[config.mk]
export PLATFORM = sky130hd
export DESIGN_NAME = epoch_bcd_calendar_converter_flat
export DESIGN_NICKNAME = d
export VERILOG_FILES = /design/src/rtl/ecal_pkg.sv /design/src/rtl/ecal_if.sv /design/src/rtl/ecal_decode.sv /design/src/rtl/ecal_encode.sv /design/src/rtl/epoch_bcd_calendar_converter.sv /design/src/flat_wrapper.sv
export SDC_FILE = /design/constraint.sdc
export NUM_CORES = 2
export LEC_CHECK = 0
export ABC_AREA = 1
export BUFFER_PORTS_ARGS = -buffer_cell sky130_fd_sc_hd__buf_2
export CAP_MARGIN = 40
export CELL_PAD_IN_SITES_DETAIL_PLACEMENT = 1
export CELL_PAD_IN_SITES_GLOBAL_PLACEMENT = 1
export CORE_AREA = 3 3 491 347
export DETAILED_ROUTE_END_ITERATION = 6
export DIE_AREA = 0 0 494 350
export GPL_TIMING_DRIVEN = 0
export PLACE_DENSITY = 0.77
export SLEW_MARGIN = 20
export SYNTH_ARGS = -nofsm -noshare
export SYNTH_HDL_FRONTEND = slang
export SYNTH_SLANG_ARGS = --single-unit
[constraint.sdc]
create_clock -name clk -period 19.1 [get_ports clk]
set_input_delay 2.865 -clock clk [delete_from_list [all_inputs] [get_ports clk]]
set_output_delay 2.865 -clock clk [all_outputs]
set_load 0.005 [all_outputs]
[src/rtl/ecal_pkg.sv]
// ----------------------------------------------------------------------------
// ecal_pkg: shared types, constants and helpers for the epoch/BCD converter
// Holds the transaction payload types, the reciprocal constants used for the
// fixed divisions and the small calendar functions used by both datapaths.
// ----------------------------------------------------------------------------
package ecal_pkg;

  // Number of register stages in each datapath.
  localparam int STAGES = 5;

  typedef logic [STAGES-1:0] stg_en_t;

  // Request kinds carried in req_type.
  localparam logic REQ_ENCODE = 1'b1;

  typedef struct packed {
    logic        req_type;
    logic [31:0] epoch_in;
    logic [7:0]  sec_byte;
    logic [7:0]  min_byte;
    logic [7:0]  hour_byte;
    logic [7:0]  date_byte;
    logic [7:0]  month_byte;
    logic [7:0]  year_byte;
  } cvt_req_t;

  typedef struct packed {
    logic [31:0] epoch_out;
    logic [7:0]  sec_reg_out;
    logic [7:0]  min_reg_out;
    logic [7:0]  hour_reg_out;
    logic [7:0]  wkday_reg_out;
    logic [7:0]  date_reg_out;
    logic [7:0]  month_reg_out;
    logic [7:0]  year_reg_out;
  } cvt_rsp_t;

  // Register image produced by the encode path.
  typedef struct packed {
    logic [7:0] sec_reg;
    logic [7:0] min_reg;
    logic [7:0] hour_reg;
    logic [7:0] date_reg;
    logic [7:0] month_reg;
    logic [7:0] year_reg;
  } reg_img_t;

  // Calendar constants.
  localparam logic [19:0] DAYS_TO_EPOCH  = 20'd719468;
  localparam logic [16:0] SECS_PER_DAY   = 17'd86400;
  localparam logic [11:0] SECS_PER_HOUR  = 12'd3600;
  localparam logic [5:0]  SECS_PER_MIN   = 6'd60;
  localparam logic [11:0] DECODE_CENTURY = 12'd2000;
  localparam logic [7:0]  WKDAY_REG      = 8'h09;
  localparam logic [7:0]  OSC_START      = 8'h80;

  // Days from epoch seconds: seconds >> 7, then divide by 675 with a reciprocal.
  // Exact for every 25-bit dividend.
  localparam int          DAY_DIVISOR = 675;
  localparam int          DAY_SHIFT   = 35;
  localparam logic [25:0] DAY_RECIP   =
    26'(((64'd1 << DAY_SHIFT) + 64'(DAY_DIVISOR) - 64'd1) / 64'(DAY_DIVISOR));

  // Year estimate (10000*g + 14780) / 3652425 rebased to 1969, where g is the
  // day count since 1970 plus DAYS_TO_EPOCH. The numerator stays below 2^29.
  localparam logic [11:0] YEAR_BASE      = 12'd1969;
  localparam logic [28:0] YEAR_BIAS      = 29'd3069955;
  localparam logic [13:0] YEAR_NUM_SCALE = 14'd10000;
  localparam int          YEAR_DIVISOR   = 3652425;
  localparam int          YEAR_SHIFT     = 51;
  localparam logic [29:0] YEAR_RECIP     =
    30'(((64'd1 << YEAR_SHIFT) + 64'(YEAR_DIVISOR) - 64'd1) / 64'(YEAR_DIVISOR));

  // Hours from seconds of the day, minutes from seconds of the hour.
  localparam int          HOUR_SHIFT = 29;
  localparam logic [17:0] HOUR_RECIP =
    18'(((64'd1 << HOUR_SHIFT) + 64'(SECS_PER_HOUR) - 64'd1) / 64'(SECS_PER_HOUR));
  localparam int          MIN_SHIFT  = 18;
  localparam logic [12:0] MIN_RECIP  =
    13'(((64'd1 << MIN_SHIFT) + 64'(SECS_PER_MIN) - 64'd1) / 64'(SECS_PER_MIN));

  // Value of a tens/units nibble pair, nibbles taken at face value.
  function automatic logic [7:0] bcd_value(input logic [3:0] tens, input logic [3:0] units);
    return 8'(tens) * 8'd10 + 8'(units);
  endfunction

  // Binary to two BCD digits for values below 100.
  function automatic logic [7:0] to_bcd(input logic [6:0] v);
    logic [14:0] prod;
    logic [3:0]  tens;
    logic [6:0]  units;
    prod  = 15'(v) * 15'd205;
    tens  = prod[14:11];
    units = v - 7'(tens) * 7'd10;
    return {tens, units[3:0]};
  endfunction

  // First day of each month in a year that starts in March.
  function automatic logic [8:0] month_start(input logic [3:0] mo);
    logic [8:0] d;
    case (mo)
      4'd0:    d = 9'd0;
      4'd1:    d = 9'd31;
      4'd2:    d = 9'd61;
      4'd3:    d = 9'd92;
      4'd4:    d = 9'd122;
      4'd5:    d = 9'd153;
      4'd6:    d = 9'd184;
      4'd7:    d = 9'd214;
      4'd8:    d = 9'd245;
      4'd9:    d = 9'd275;
      4'd10:   d = 9'd306;
      4'd11:   d = 9'd337;
      default: d = 9'd0;
    endcase
    return d;
  endfunction

  // Days before a year; the century terms are resolved by compares, which is
  // exact for years 1900 to 2199.
  function automatic logic [19:0] days_before_year(input logic [11:0] y);
    logic [19:0] cent;
    logic [19:0] quad;
    cent = 20'd19 + 20'(y >= 12'd2000) + 20'(y >= 12'd2100);
    quad = 20'd4 + 20'(y >= 12'd2000);
    return 20'(y) * 20'd365 + 20'(y[11:2]) - cent + quad;
  endfunction

endpackage

[src/rtl/ecal_if.sv]
// ----------------------------------------------------------------------------
// ecal_if: valid/ready channels of the epoch/BCD converter
// Request and response channels, each with a source and a sink modport.
// ----------------------------------------------------------------------------
interface ecal_req_if import ecal_pkg::*; ();
  logic     valid;
  logic     ready;
  cvt_req_t data;

  modport source (output valid, output data, input ready);
  modport sink   (input valid, input data, output ready);
endinterface

interface ecal_rsp_if import ecal_pkg::*; ();
  logic     valid;
  logic     ready;
  cvt_rsp_t data;

  modport source (output valid, output data, input ready);
  modport sink   (input valid, input data, output ready);
endinterface

[src/rtl/ecal_decode.sv]
// ----------------------------------------------------------------------------
// ecal_decode: register image to epoch seconds
// Five register stages: field decode, day count, day multiply, sum, align.
// ----------------------------------------------------------------------------
module ecal_decode import ecal_pkg::*; (
  input  logic        clk,
  input  stg_en_t     en,
  input  cvt_req_t    req,
  output logic [31:0] epoch
);

  logic [6:0]  sec1_r, sec1_nxt, min1_r, min1_nxt;
  logic [5:0]  hr1_r, hr1_nxt, day1_r, day1_nxt;
  logic [3:0]  mofs1_r, mofs1_nxt;
  logic [11:0] year1_r, year1_nxt;
  logic        zero1_r, zero1_nxt;
  logic [4:0]  mon_v;
  logic [5:0]  mshift;
  logic [11:0] yr_v;

  logic [16:0] days2_r, days2_nxt;
  logic [17:0] hms2_r, hms2_nxt;
  logic        zero2_r;
  logic [19:0] days_sum;

  logic [31:0] prod3_r, prod3_nxt;
  logic [17:0] hms3_r;
  logic        zero3_r;
  logic [33:0] day_prod;

  logic [31:0] ep4_r, ep4_nxt;
  logic [31:0] ep5_r;

  // Stage 1: take the BCD fields apart and shift the year to start in March.
  always_comb begin
    sec1_nxt = 7'(bcd_value({1'b0, req.sec_byte[6:4]}, req.sec_byte[3:0]));
    min1_nxt = 7'(bcd_value({1'b0, req.min_byte[6:4]}, req.min_byte[3:0]));
    hr1_nxt  = 6'(bcd_value({2'b0, req.hour_byte[5:4]}, req.hour_byte[3:0]));
    day1_nxt = 6'(bcd_value({2'b0, req.date_byte[5:4]}, req.date_byte[3:0]));
    mon_v    = 5'(bcd_value({3'b0, req.month_byte[4]}, req.month_byte[3:0]));
    yr_v     = 12'(bcd_value(req.year_byte[7:4], req.year_byte[3:0])) + DECODE_CENTURY;
    mshift   = 6'(mon_v) + 6'd9;
    if (mshift >= 6'd24) begin
      mofs1_nxt = 4'(mshift - 6'd24);
    end else if (mshift >= 6'd12) begin
      mofs1_nxt = 4'(mshift - 6'd12);
    end else begin
      mofs1_nxt = 4'(mshift);
    end
    year1_nxt = yr_v - 12'(mofs1_nxt >= 4'd10);
    zero1_nxt = (mon_v == 5'd0) || (day1_nxt == 6'd0);
  end

  // Stage 2: days since the epoch and seconds within the day.
  always_comb begin
    days_sum  = days_before_year(year1_r) + 20'(month_start(mofs1_r)) + 20'(day1_r)
                - 20'd1 - DAYS_TO_EPOCH;
    days2_nxt = days_sum[16:0];
    hms2_nxt  = 18'(hr1_r) * 18'(SECS_PER_HOUR) + 18'(min1_r) * 18'(SECS_PER_MIN)
                + 18'(sec1_r);
  end

  // Stage 3: days to seconds, kept modulo 2^32.
  always_comb begin
    day_prod  = 34'(days2_r) * 34'(SECS_PER_DAY);
    prod3_nxt = day_prod[31:0];
  end

  // Stage 4: final sum, forced to zero for a zero month or day.
  always_comb begin
    ep4_nxt = zero3_r ? 32'd0 : prod3_r + 32'(hms3_r);
  end

  // Stage registers.
  always_ff @(posedge clk) begin
    if (en[0]) begin
      sec1_r  <= sec1_nxt;
      min1_r  <= min1_nxt;
      hr1_r   <= hr1_nxt;
      day1_r  <= day1_nxt;
      mofs1_r <= mofs1_nxt;
      year1_r <= year1_nxt;
      zero1_r <= zero1_nxt;
    end
    if (en[1]) begin
      days2_r <= days2_nxt;
      hms2_r  <= hms2_nxt;
      zero2_r <= zero1_r;
    end
    if (en[2]) begin
      prod3_r <= prod3_nxt;
      hms3_r  <= hms2_r;
      zero3_r <= zero2_r;
    end
    if (en[3]) begin
      ep4_r <= ep4_nxt;
    end
    if (en[4]) begin
      ep5_r <= ep4_r;
    end
  end

  assign epoch = ep5_r;

endmodule

[src/rtl/ecal_encode.sv]
// ----------------------------------------------------------------------------
// ecal_encode: epoch seconds to register image
// Five register stages: day split, remainder and year numerator, year and
// hour estimates, year correction, month and minute split. BCD packing
// follows the last stage.
// ----------------------------------------------------------------------------
module ecal_encode import ecal_pkg::*; (
  input  logic        clk,
  input  stg_en_t     en,
  input  logic [31:0] epoch_in,
  output reg_img_t    img
);

  logic [50:0] day_prod;
  logic [15:0] days1_r, days1_nxt;
  logic [16:0] tlo1_r;

  logic [16:0] daysec_lo;
  logic [16:0] rem2_r, rem2_nxt;
  logic [28:0] num2_r, num2_nxt;
  logic [15:0] days2_r;

  logic [58:0] yr_prod;
  logic [34:0] hr_prod;
  logic [7:0]  yofs3_r, yofs3_nxt;
  logic [4:0]  hour3_r, hour3_nxt;
  logic [16:0] rem3_r;
  logic [15:0] days3_r;

  logic [11:0] year_est;
  logic [19:0] g2;
  logic [20:0] d0, d1;
  logic [16:0] hr_secs;
  logic [8:0]  ddd4_r, ddd4_nxt;
  logic [11:0] year4_r, year4_nxt;
  logic [11:0] r2_4_r, r2_4_nxt;
  logic [4:0]  hour4_r;

  logic [3:0]  mi;
  logic [8:0]  day_full;
  logic [11:0] yfull, cent;
  logic [24:0] min_prod;
  logic [3:0]  month5_r, month5_nxt;
  logic [4:0]  day5_r, day5_nxt;
  logic [6:0]  yy5_r, yy5_nxt;
  logic [4:0]  hour5_r;
  logic [5:0]  minute5_r, minute5_nxt;
  logic [11:0] r2_5_r;

  logic [11:0] secs;

  // Stage 1: whole days via a reciprocal of 675 on the seconds shifted by 7.
  always_comb begin
    day_prod  = 51'(epoch_in[31:7]) * 51'(DAY_RECIP);
    days1_nxt = day_prod[DAY_SHIFT +: 16];
  end

  // Stage 2: seconds of the day and the numerator of the year estimate.
  always_comb begin
    daysec_lo = 17'(days1_r) * SECS_PER_DAY;
    rem2_nxt  = tlo1_r - daysec_lo;
    num2_nxt  = 29'(days1_r) * 29'(YEAR_NUM_SCALE) + YEAR_BIAS;
  end

  // Stage 3: year offset and hour, both by reciprocal multiplication.
  always_comb begin
    yr_prod   = 59'(num2_r) * 59'(YEAR_RECIP);
    yofs3_nxt = yr_prod[YEAR_SHIFT +: 8];
    hr_prod   = 35'(rem2_r) * 35'(HOUR_RECIP);
    hour3_nxt = hr_prod[HOUR_SHIFT +: 5];
  end

  // Stage 4: step the year back when the estimate overshoots, and take the whole hours off the seconds of the day.
  always_comb begin
    year_est = YEAR_BASE + 12'(yofs3_r);
    g2       = 20'(days3_r) + DAYS_TO_EPOCH;
    d0       = 21'(g2) - 21'(days_before_year(year_est));
    d1       = 21'(g2) - 21'(days_before_year(year_est - 12'd1));
    if (d0[20]) begin
      ddd4_nxt  = d1[8:0];
      year4_nxt = year_est - 12'd1;
    end else begin
      ddd4_nxt  = d0[8:0];
      year4_nxt = year_est;
    end
    hr_secs  = 17'(hour3_r) * 17'(SECS_PER_HOUR);
    r2_4_nxt = 12'(rem3_r - hr_secs);
  end

  // Stage 5: month index from the month start table, then day, year, minute.
  always_comb begin
    mi = 4'd0;
    for (int k = 1; k < 12; k++) begin
      if (ddd4_r >= month_start(4'(k))) begin
        mi = 4'(k);
      end
    end
    month5_nxt = (mi < 4'd10) ? mi + 4'd3 : mi - 4'd9;
    day_full   = ddd4_r - month_start(mi) + 9'd1;
    day5_nxt   = day_full[4:0];
    yfull      = year4_r + 12'(mi >= 4'd10);
    if (yfull >= 12'd2100) begin
      cent = 12'd2100;
    end else if (yfull >= 12'd2000) begin
      cent = 12'd2000;
    end else begin
      cent = 12'd1900;
    end
    yy5_nxt     = 7'(yfull - cent);
    min_prod    = 25'(r2_4_r) * 25'(MIN_RECIP);
    minute5_nxt = min_prod[MIN_SHIFT +: 6];
  end

  // Stage registers.
  always_ff @(posedge clk) begin
    if (en[0]) begin
      days1_r <= days1_nxt;
      tlo1_r  <= epoch_in[16:0];
    end
    if (en[1]) begin
      rem2_r  <= rem2_nxt;
      num2_r  <= num2_nxt;
      days2_r <= days1_r;
    end
    if (en[2]) begin
      yofs3_r <= yofs3_nxt;
      hour3_r <= hour3_nxt;
      rem3_r  <= rem2_r;
      days3_r <= days2_r;
    end
    if (en[3]) begin
      ddd4_r  <= ddd4_nxt;
      year4_r <= year4_nxt;
      r2_4_r  <= r2_4_nxt;
      hour4_r <= hour3_r;
    end
    if (en[4]) begin
      month5_r  <= month5_nxt;
      day5_r    <= day5_nxt;
      yy5_r     <= yy5_nxt;
      hour5_r   <= hour4_r;
      minute5_r <= minute5_nxt;
      r2_5_r    <= r2_4_r;
    end
  end

  // BCD packing of the last stage.
  always_comb begin
    secs          = r2_5_r - 12'(minute5_r) * 12'(SECS_PER_MIN);
    img.sec_reg   = to_bcd(7'(secs[5:0])) | OSC_START;
    img.min_reg   = to_bcd(7'(minute5_r));
    img.hour_reg  = to_bcd(7'(hour5_r));
    img.date_reg  = to_bcd(7'(day5_r));
    img.month_reg = to_bcd(7'(month5_r));
    img.year_reg  = to_bcd(yy5_r);
  end

endmodule

[src/rtl/epoch_bcd_calendar_converter.sv]
// ----------------------------------------------------------------------------
// epoch_bcd_calendar_converter: Unix epoch seconds <-> RTC BCD register image
// Top level: stage valid bits, backpressure and the output register around
// the decode and encode datapaths.
// ----------------------------------------------------------------------------
//  Channel  | Dir | Handshake    | Transaction
//  in_req   | in  | valid/ready  | req_type, epoch_in, six BCD register bytes
//  out_rsp  | out | valid/ready  | epoch_out and seven register bytes
//
//  One transaction per cycle is accepted while no stall holds the input; a
//  result passes the five datapath stages and then the output register
//  before it appears at out_rsp. Reset clears only the stage valid bits and
//  the output valid. A stall holds each full stage; empty stages ahead of it
//  keep filling, so the input is still taken while a finished result waits
//  at the output, as long as some stage is empty.
// ----------------------------------------------------------------------------
module epoch_bcd_calendar_converter import ecal_pkg::*; (
  input  logic         clk,
  input  logic         rst_n,
  ecal_req_if.sink     in_req,
  ecal_rsp_if.source   out_rsp
);

  stg_en_t             en;
  logic                out_en;
  logic [STAGES-1:0]   vld_r, vld_nxt;
  logic [STAGES-1:0]   kind_r, kind_nxt;
  logic                out_valid_r, out_valid_nxt;
  cvt_rsp_t            out_data_r, out_data_nxt;
  cvt_rsp_t            rsp_sel;
  logic [31:0]         dec_epoch;
  reg_img_t            enc_img;

  ecal_decode u_decode (
    .clk   (clk),
    .en    (en),
    .req   (in_req.data),
    .epoch (dec_epoch)
  );

  ecal_encode u_encode (
    .clk      (clk),
    .en       (en),
    .epoch_in (in_req.data.epoch_in),
    .img      (enc_img)
  );

  // Stage enables: a stage loads when it is empty or its successor moves.
  always_comb begin
    out_en         = !out_valid_r || out_rsp.ready;
    en[STAGES-1]   = !vld_r[STAGES-1] || out_en;
    for (int k = STAGES - 2; k >= 0; k--) begin
      en[k] = !vld_r[k] || en[k+1];
    end
  end

  // Valid bits and request kind travel with the data.
  always_comb begin
    vld_nxt[0]  = en[0] ? in_req.valid : vld_r[0];
    kind_nxt[0] = en[0] ? in_req.data.req_type : kind_r[0];
    for (int k = 1; k < STAGES; k++) begin
      vld_nxt[k]  = en[k] ? vld_r[k-1] : vld_r[k];
      kind_nxt[k] = en[k] ? kind_r[k-1] : kind_r[k];
    end
  end

  // Result selection by request kind.
  always_comb begin
    case (kind_r[STAGES-1])
      REQ_ENCODE: begin
        rsp_sel.epoch_out     = 32'd0;
        rsp_sel.sec_reg_out   = enc_img.sec_reg;
        rsp_sel.min_reg_out   = enc_img.min_reg;
        rsp_sel.hour_reg_out  = enc_img.hour_reg;
        rsp_sel.wkday_reg_out = WKDAY_REG;
        rsp_sel.date_reg_out  = enc_img.date_reg;
        rsp_sel.month_reg_out = enc_img.month_reg;
        rsp_sel.year_reg_out  = enc_img.year_reg;
      end
      default: begin
        rsp_sel           = '0;
        rsp_sel.epoch_out = dec_epoch;
      end
    endcase
    out_valid_nxt = out_en ? vld_r[STAGES-1] : out_valid_r;
    out_data_nxt  = out_en ? rsp_sel : out_data_r;
  end

  // Control registers.
  always_ff @(posedge clk) begin
    if (!rst_n) begin
      vld_r       <= '0;
      out_valid_r <= 1'b0;
    end else begin
      vld_r       <= vld_nxt;
      out_valid_r <= out_valid_nxt;
    end
  end

  // Payload registers.
  always_ff @(posedge clk) begin
    kind_r     <= kind_nxt;
    out_data_r <= out_data_nxt;
  end

  assign in_req.ready  = en[0];
  assign out_rsp.valid = out_valid_r;
  assign out_rsp.data  = out_data_r;

  // A full last stage behind a stalled output must keep its transaction.
  a_last_hold: assert property (@(posedge clk) disable iff (!rst_n)
    (vld_r[STAGES-1] && out_valid_r && !out_rsp.ready) |=> vld_r[STAGES-1])
    else $error("last stage dropped a transaction during a stall");

  // With the output register empty the whole pipeline can move.
  a_ready_free: assert property (@(posedge clk) disable iff (!rst_n)
    !out_valid_r |-> in_req.ready)
    else $error("input stalled while the output register is empty");

  // An accepted transaction occupies the first stage on the next cycle.
  a_take: assert property (@(posedge clk) disable iff (!rst_n)
    (in_req.valid && in_req.ready) |=> vld_r[0])
    else $error("accepted transaction not captured in the first stage");

  // Every result has either the encode shape or the decode shape.
  a_shape: assert property (@(posedge clk) disable iff (!rst_n)
    out_valid_r |-> ((out_rsp.data.epoch_out == 32'd0 &&
                      out_rsp.data.wkday_reg_out == WKDAY_REG &&
                      out_rsp.data.sec_reg_out[7]) ||
                     (out_rsp.data.wkday_reg_out == 8'd0 &&
                      out_rsp.data.sec_reg_out == 8'd0)))
    else $error("result mixes encode and decode fields");

endmodule
[src/flat_wrapper.sv]
// flat-port wrapper written by rule: the top's interface ports become plain ports
module epoch_bcd_calendar_converter_flat import ecal_pkg::*;
  (clk, rst_n, in_req_valid, in_req_data, in_req_ready, out_rsp_valid, out_rsp_data, out_rsp_ready);
  ecal_req_if in_req_i ();
  ecal_rsp_if out_rsp_i ();
  input  logic clk;
  input  logic rst_n;
  input wire logic [$bits(in_req_i.valid)-1:0] in_req_valid;
  input wire logic [$bits(in_req_i.data)-1:0] in_req_data;
  output wire logic [$bits(in_req_i.ready)-1:0] in_req_ready;
  output wire logic [$bits(out_rsp_i.valid)-1:0] out_rsp_valid;
  output wire logic [$bits(out_rsp_i.data)-1:0] out_rsp_data;
  input wire logic [$bits(out_rsp_i.ready)-1:0] out_rsp_ready;
  assign in_req_i.valid = in_req_valid;
  assign in_req_i.data = in_req_data;
  assign in_req_ready = in_req_i.ready;
  assign out_rsp_valid = out_rsp_i.valid;
  assign out_rsp_data = out_rsp_i.data;
  assign out_rsp_i.ready = out_rsp_ready;
  epoch_bcd_calendar_converter u_core (.clk(clk), .rst_n(rst_n), .in_req(in_req_i), .out_rsp(out_rsp_i));
endmodule
; Yosys cells after proc, flatten, opt, wreduce, memory -nomap -nowiden
; Memory sizes are Yosys's and may differ from the RTL's. A register that Yosys moved wholly into a read port is not among the register bits.
; Cells that the tools add are included.
[op_classes]
n_addsub = 57
mul = 32
n_lt_le_gt_ge = 24
muxes = 20
n_reduce_logical = 15
[ops]
columns = cell, count
row1 = multiplier 29 x 30 -> 59 bit (second input constant), 1
row2 = two-way mux 4 bit, 14
row3 = two-way mux 56 bit, 1
row4 = multiplier 25 x 26 -> 51 bit (second input constant), 1
row5 = greater-or-equal comparator 12 x 11 -> 1 bit (second input constant), 4
row6 = greater-or-equal comparator 12 bit (second input constant), 4
row7 = multiplier 6 x 8 -> 14 bit (second input constant), 3
row8 = greater-or-equal comparator 9 x 8 -> 1 bit (second input constant), 4
row9 = multiplier 17 x 18 -> 34 bit (second input constant), 1
row10 = adder 32 x 18 -> 32 bit, 1
row11 = adder 29 x 22 -> 29 bit (second input constant), 1
row12 = greater-or-equal comparator 9 bit (second input constant), 3
row13 = multiplier 5 x 8 -> 13 bit (second input constant), 2
row14 = multiplier 16 x 10 -> 25 bit (second input constant), 1
row15 = multiplier 17 x 10 -> 25 bit (second input constant), 1
row16 = subtractor 4 bit, 6
row17 = multiplier 12 x 12 -> 23 bit (second input constant), 1
row18 = adder 6 x 1 -> 7 bit, 3
row19 = subtractor 20 x 20 -> 21 bit, 1
row20 = adder 16 x 20 -> 20 bit (second input constant), 1
row21 = adder 20 x 10 -> 20 bit, 1
row22 = adder 20 x 4 -> 20 bit, 1
row23 = multiplier 12 x 9 -> 20 bit (second input constant), 1
row24 = subtractor 20 x 7 -> 20 bit, 1
row25 = other kinds (65), 90
[totals]
register_bits = 493
mem_bits_ro = 288
in_bits = 85
output_inout_bits = 90
n_memories = 2
[mem_list]
columns = memory, depth, width, read_ports, rd_clocked_by_memory_dff, wr, line
row1 = (name not given), 16, 9, 1, 1, 0, ecal_pkg.sv:101  ; case (mo)
row2 = (name not given), 16, 9, 1, 0, 0, ecal_pkg.sv:101

; Longest topological paths before layout
[logic_depth]
ltp_word = 18
depth_mapped = 40

; Cells and area by module
; From an unflattened synthesis, not the netlist that was laid out.
[unflattened]
cells_unflattened = 7464
hier_area_um2 = 70704.1
[by_module_without_submodules]
columns = mod, n_inst, cells_each, area_per_inst_um2
row1 = ecal_encode, 1, 5520, 50445.9
row2 = ecal_decode, 1, 1655, 16736.1
row3 = epoch_bcd_calendar_converter, 1, 289, 3522.1

; Worst setup path after synthesis
; Ideal clock, no wire load.
[synth_timing]
path_kind = input port to output port
startpoint = in out_rsp_ready
endpoint = out in_req_ready
arrival_ps = 8595
t_required_ps = 16235
setup_slack_ps = 7640
path_stages = 10
path_cell_list = nor2_1 -> inv_2 -> nor2_1 -> inv_2 -> nor2_1 -> inv_2 -> nor2_1 -> inv_1 -> nor2_2 -> nand2_2
[synth_between]
elab_chain_len = 6
[synth_rtl]
columns = element, line
row1 = from (decl), flat_wrapper.sv:13  ; input wire logic [$bits(out_rsp_i.ready)-1:0] out_rsp_ready;
row2 = logical OR 1 bit, epoch_bcd_calendar_converter.sv:50  ; out_en = !out_valid_r || out_rsp.ready;
row3 = via u_core.out_en, epoch_bcd_calendar_converter.sv:25  ; logic out_en;
row4 = logical OR 1 bit, epoch_bcd_calendar_converter.sv:51  ; en[STAGES-1] = !vld_r[STAGES-1] || out_en;
row5 = via u_core.en[4], epoch_bcd_calendar_converter.sv:24  ; stg_en_t en;
row6 = logical OR 1 bit, epoch_bcd_calendar_converter.sv:53  ; en[k] = !vld_r[k] || en[k+1];
row7 = via u_core.en[3], epoch_bcd_calendar_converter.sv:24
row8 = logical OR 1 bit, epoch_bcd_calendar_converter.sv:53
row9 = via u_core.en[2], epoch_bcd_calendar_converter.sv:24
row10 = logical OR 1 bit (2 in a row), epoch_bcd_calendar_converter.sv:53
row11 = to (decl), flat_wrapper.sv:10  ; output wire logic [$bits(in_req_i.ready)-1:0] in_req_ready;
; The timed path passes the listed nets, and every way through them passes these cells.

; Worst setup path in the final report
; Same ends and word-level chain as after synthesis.

==> results by stage <==
Synthesis:
- The share of the Yosys chip area taken by registers is 20.4%.
- Synthesis instantiated 61 different standard cells from the library.
- The number of instances in the synthesized netlist is approximately 7300.
- The largest total area in the synthesized netlist belongs to sky130_fd_sc_hd__ha_1.
- For this run, the number of Yosys warnings is 0.
- After synthesis, the cell types taking the most area are sky130_fd_sc_hd__ha_1, sky130_fd_sc_hd__fa_1, sky130_fd_sc_hd__edfxtp_1.
- After synthesis, the most frequently instantiated cells are sky130_fd_sc_hd__inv_1, sky130_fd_sc_hd__ha_1, sky130_fd_sc_hd__fa_1.
- The synthesized cell area is 69700 µm².
- For this run, the leading register cell type out of synthesis is sky130_fd_sc_hd__edfxtp_1.
- The count of flip-flops with a built-in enable after synthesis is between 400 and 500.
- Averaged over all synthesized cells, the footprint is 9.53 µm².
- The most frequently used cell type in the post-synthesis netlist is sky130_fd_sc_hd__inv_1.
- The area share of the largest cell type after synthesis is 27.7%.
- In this run, synthesis produced a sequential element count of 478.
- For this run, asynchronously set or reset flops after synthesis account for 0%.

Worst hold path:
- In this run the most critical hold path is launched from u_core.u_encode.hour4_r[2].
- The worst hold endpoint is u_core.u_encode.hour5_r[2].
- The min-delay analysis places its worst path in the category flop to flop.
- Along the worst hold path, the cell count comes to 0.

Clock tree:
- The source-to-sink clock delay at the later pin of the worst-skew pair is 0.67 ns.
- The number of buffers created by CTS is 53.
- After clock tree synthesis, the setup repair step added 0 buffers.
- The master cell of the clock root buffer is sky130_fd_sc_hd__clkbuf_16.
- Clock-pin slew was measured on the worst setup and hold paths at 0.06 ns.
- Counting every sink on the clock net gives between 400 and 500.
- CTS built an H-tree with a depth of 2.
- The CTS tree is yes.
- The clock passes through at most 3 buffers.
- Once the clock tree was built, the resizer swapped 0 gates to a different size.
- For this design, the CTS-stage hold fixing added 0 buffers.

STA:
- Derived from the worst setup path, the maximum achievable clock frequency is 0.117 GHz.
- For the pin with the worst max-slew slack, the measured transition is 0.854 ns.
- The final clock period utilization by the worst path is 44.6%.
- The smallest clock period supported by the final layout is computed as between 8 and 9 ns.
- The headroom to the max-slew limit is 43.0%.
- For the final database, setup skew stands at about 0.037 ns.
- The hold violation count in the final report is 0.
- The setup TNS after final layout is 0 ns.
- The number of failing setup endpoints in the final timing report is 0.
- Setup repair after global routing left no endpoint under its margin.
- The final count of pins violating max slew came to 0.

Setup path:
- Setup slack on the worst reg-to-reg path comes out at ~11 ns.
- Of all nets on the critical path, the largest fanout is 85.
- The worst register-to-register path has a depth of 35.
- For the worst setup path, the data arrival time is 5.65 ns.
- STA classifies the critical path startpoint as an input pin.
- The category of the most critical setup path is input pin to primary output.
- The capturing point of the worst reg2reg path is u_core.u_encode.ddd4_r[8].
- STA classifies the critical path endpoint as a primary output.
- The startpoint identified for the worst register-to-register timing path is u_core.u_encode.yofs3_r[0].
- At the worst endpoint, the required time is 16.23 ns.

Die:
- The number of standard-cell rows in the floorplan is between 100 and 150.
- During I/O placement, the number of pins put on the boundary was about 180.
- The die is 494 µm wide.
- The initial core utilization is 42.0%.
- In this run the vertical extent of the chip is 350 µm.
- The area of the core is 166000 µm².
- The area of the die is roughly 170000 µm².

Drt:
- The final layout contains routed wiring with a total length of 191 mm.
- The wire length per cell after detailed routing is 19.4 µm.
- The post-detailed-route count of antenna-violating nets is 0.
- The count of vias placed by the detailed router is 50010.
- The pre-antenna-repair detailed-routing pass consisted of 5 iterations.
- The via density per instance is 5.10.
- The number of DRC markers after the initial detailed-route iteration is 2674.
- After detailed routing, the number of remaining DRC violations is 0.

Run status:
- The flow ran to the end, and the final reports show no timing, DRC or antenna violations.

Layout:
- The area growth from synthesis to layout is 8.10%.
- The final cell area excluding filler cells is ~75000 µm².
- The register cell area after layout is 14200 µm².
- For this run, the post-layout net count is around 10000.
- Once layout is complete, the utilization of the core stands at 45.5%.
- The area used by multi-input combinational logic is around 48000 µm².
- The count of filler cells inserted in the layout is 19114.
- In the final layout, the share of cells above drive strength 1 is 4.09%.

Place:
- Buffers placed on the I/O ports in this run total ~150.
- The placed cell area is 73400 µm².
- The final estimated routing congestion in global placement is 0.932.
- Summed over all nets, the half-perimeter wirelength after detailed placement is 164 mm.

GRT:
- The remaining global-route overflow is 0.
- The initial antenna violation count was 4.
- The via count of the first global-routing pass is approximately 56000.
- The first-pass GRT wire length is about 310 mm.
- The combined global-route utilization of all metal layers is 22.2%.
- Entering global routing, the biggest net connects 86 pins.

Job:
- The number of max-cap violations is 0.
## worst max-delay path by stage
stage | startpoint | endpoint | cells after the start
3_3_place_gp | out_rsp_ready | in_req_ready | 12
6_report | out_rsp_ready | in_req_ready | 12
5_1_grt | out_rsp_ready | in_req_ready | 12
2_1_floorplan | out_rsp_ready | in_req_ready | 10
4_1_cts | out_rsp_ready | in_req_ready | 12
3_5_place_dp | in_req_data[67] | u_core.u_encode.days1_r[15] | 21
## final cells by class
type	instances	area share [%]
Tap cell	2222	3.69
Inverter	1924	9.60
Buffer	31	0.257
Antenna cell	3	0.00996
Timing Repair Buffer	158	1.21
Clock inverter	34	0.653
Clock buffer	63	1.84
Multi-Input combinational cell	4894	63.9
Sequential cell	478	18.8
## through the flow
step,instances,setup slack [ns],hold slack [ns]
after CTS,9803,10.05,0.411
after detailed placement,9706,10.04,0.406
final,9807,10.59,0.412
after global routing,9804,10.23,0.417
after global placement,9700,4.80,0.402
after floorplan,7327,7.64,0.400
## logic make-up after synthesis
group                    Yosys count  share of synthesized area (%)
flip-flops                       478                           20.4
other                              1                        0.00538
buffers and inverters           1955                           10.6
AO/OA/AOI/OAI                    711                           5.71
XOR/XNOR                         297                           3.77
AND/OR/NAND/NOR                 1546                           9.30
adder cells (fa/ha/maj)         2326                           50.2
## placed cells by master (no fill, tap or decap), types with 19 or more instances in the layout
cell	n
sky130_fd_sc_hd__edfxtp_1	463
sky130_fd_sc_hd__nor2_1	410
sky130_fd_sc_hd__a21o_1	27
sky130_fd_sc_hd__o21ai_0	183
sky130_fd_sc_hd__a31oi_1	28
sky130_fd_sc_hd__nand2_1	761
sky130_fd_sc_hd__xor2_1	191
sky130_fd_sc_hd__a21oi_1	357
sky130_fd_sc_hd__nand3_1	195
sky130_fd_sc_hd__nor3_1	49
sky130_fd_sc_hd__inv_1	1916
sky130_fd_sc_hd__fa_1	784
sky130_fd_sc_hd__xnor2_1	102
sky130_fd_sc_hd__buf_4	19
sky130_fd_sc_hd__nand4_1	59
sky130_fd_sc_hd__buf_2	153
sky130_fd_sc_hd__o21a_1	23
sky130_fd_sc_hd__clkbuf_16	53
sky130_fd_sc_hd__ha_1	1542
## metal layers
layer / vias up / wire (µm) / global-route usage, %
met5: - / 27 / 0
met4: 4 / 2800 / 3.58
met3: 162 / 9880 / 2.81
met2: 975 / 85300 / 35.5
met1: 25117 / 92600 / 32.7
li1: 23752 / - / -
## registers in the layout (all words and copies together) (netlist names), 8 cells and up, named ones only
signal                   flops
u_core.u_encode.rem3_r      12
u_core.u_decode.prod3_r     25
u_core.u_encode.r2_4_r      12
u_core.u_encode.year4_r     12
u_core.u_encode.yofs3_r      8
u_core.u_decode.days2_r     17
u_core.u_encode.ddd4_r       9
u_core.u_decode.epoch       32
u_core.u_decode.hms2_r      18
u_core.u_decode.hms3_r      18
u_core.u_encode.num2_r      21
u_core.u_encode.tlo1_r      17
u_core.u_encode.rem2_r      17
u_core.out_rsp.data         72
u_core.u_decode.ep4_r       32
u_core.u_encode.days2_r     16
u_core.u_encode.days1_r     16
u_core.u_decode.year1_r     12
u_core.u_encode.days3_r     16
## worst max-delay path, cell delays in order
cell and delay, ns:
sky130_fd_sc_hd__buf_2 0.10, sky130_fd_sc_hd__nor2_1 0.20, sky130_fd_sc_hd__inv_4 0.15, sky130_fd_sc_hd__nor2_1 0.20, sky130_fd_sc_hd__inv_4 0.13, sky130_fd_sc_hd__nor2_1 0.19, sky130_fd_sc_hd__inv_4 0.22, sky130_fd_sc_hd__nor2_1 0.25
sky130_fd_sc_hd__inv_4 0.21, sky130_fd_sc_hd__nor2_2 0.38, sky130_fd_sc_hd__nand2_8 0.41, sky130_fd_sc_hd__buf_2 0.31
Power is left out: the tool's default activity adds up to more than one toggle a clock period on the data nets, which glitch-free logic cannot reach.
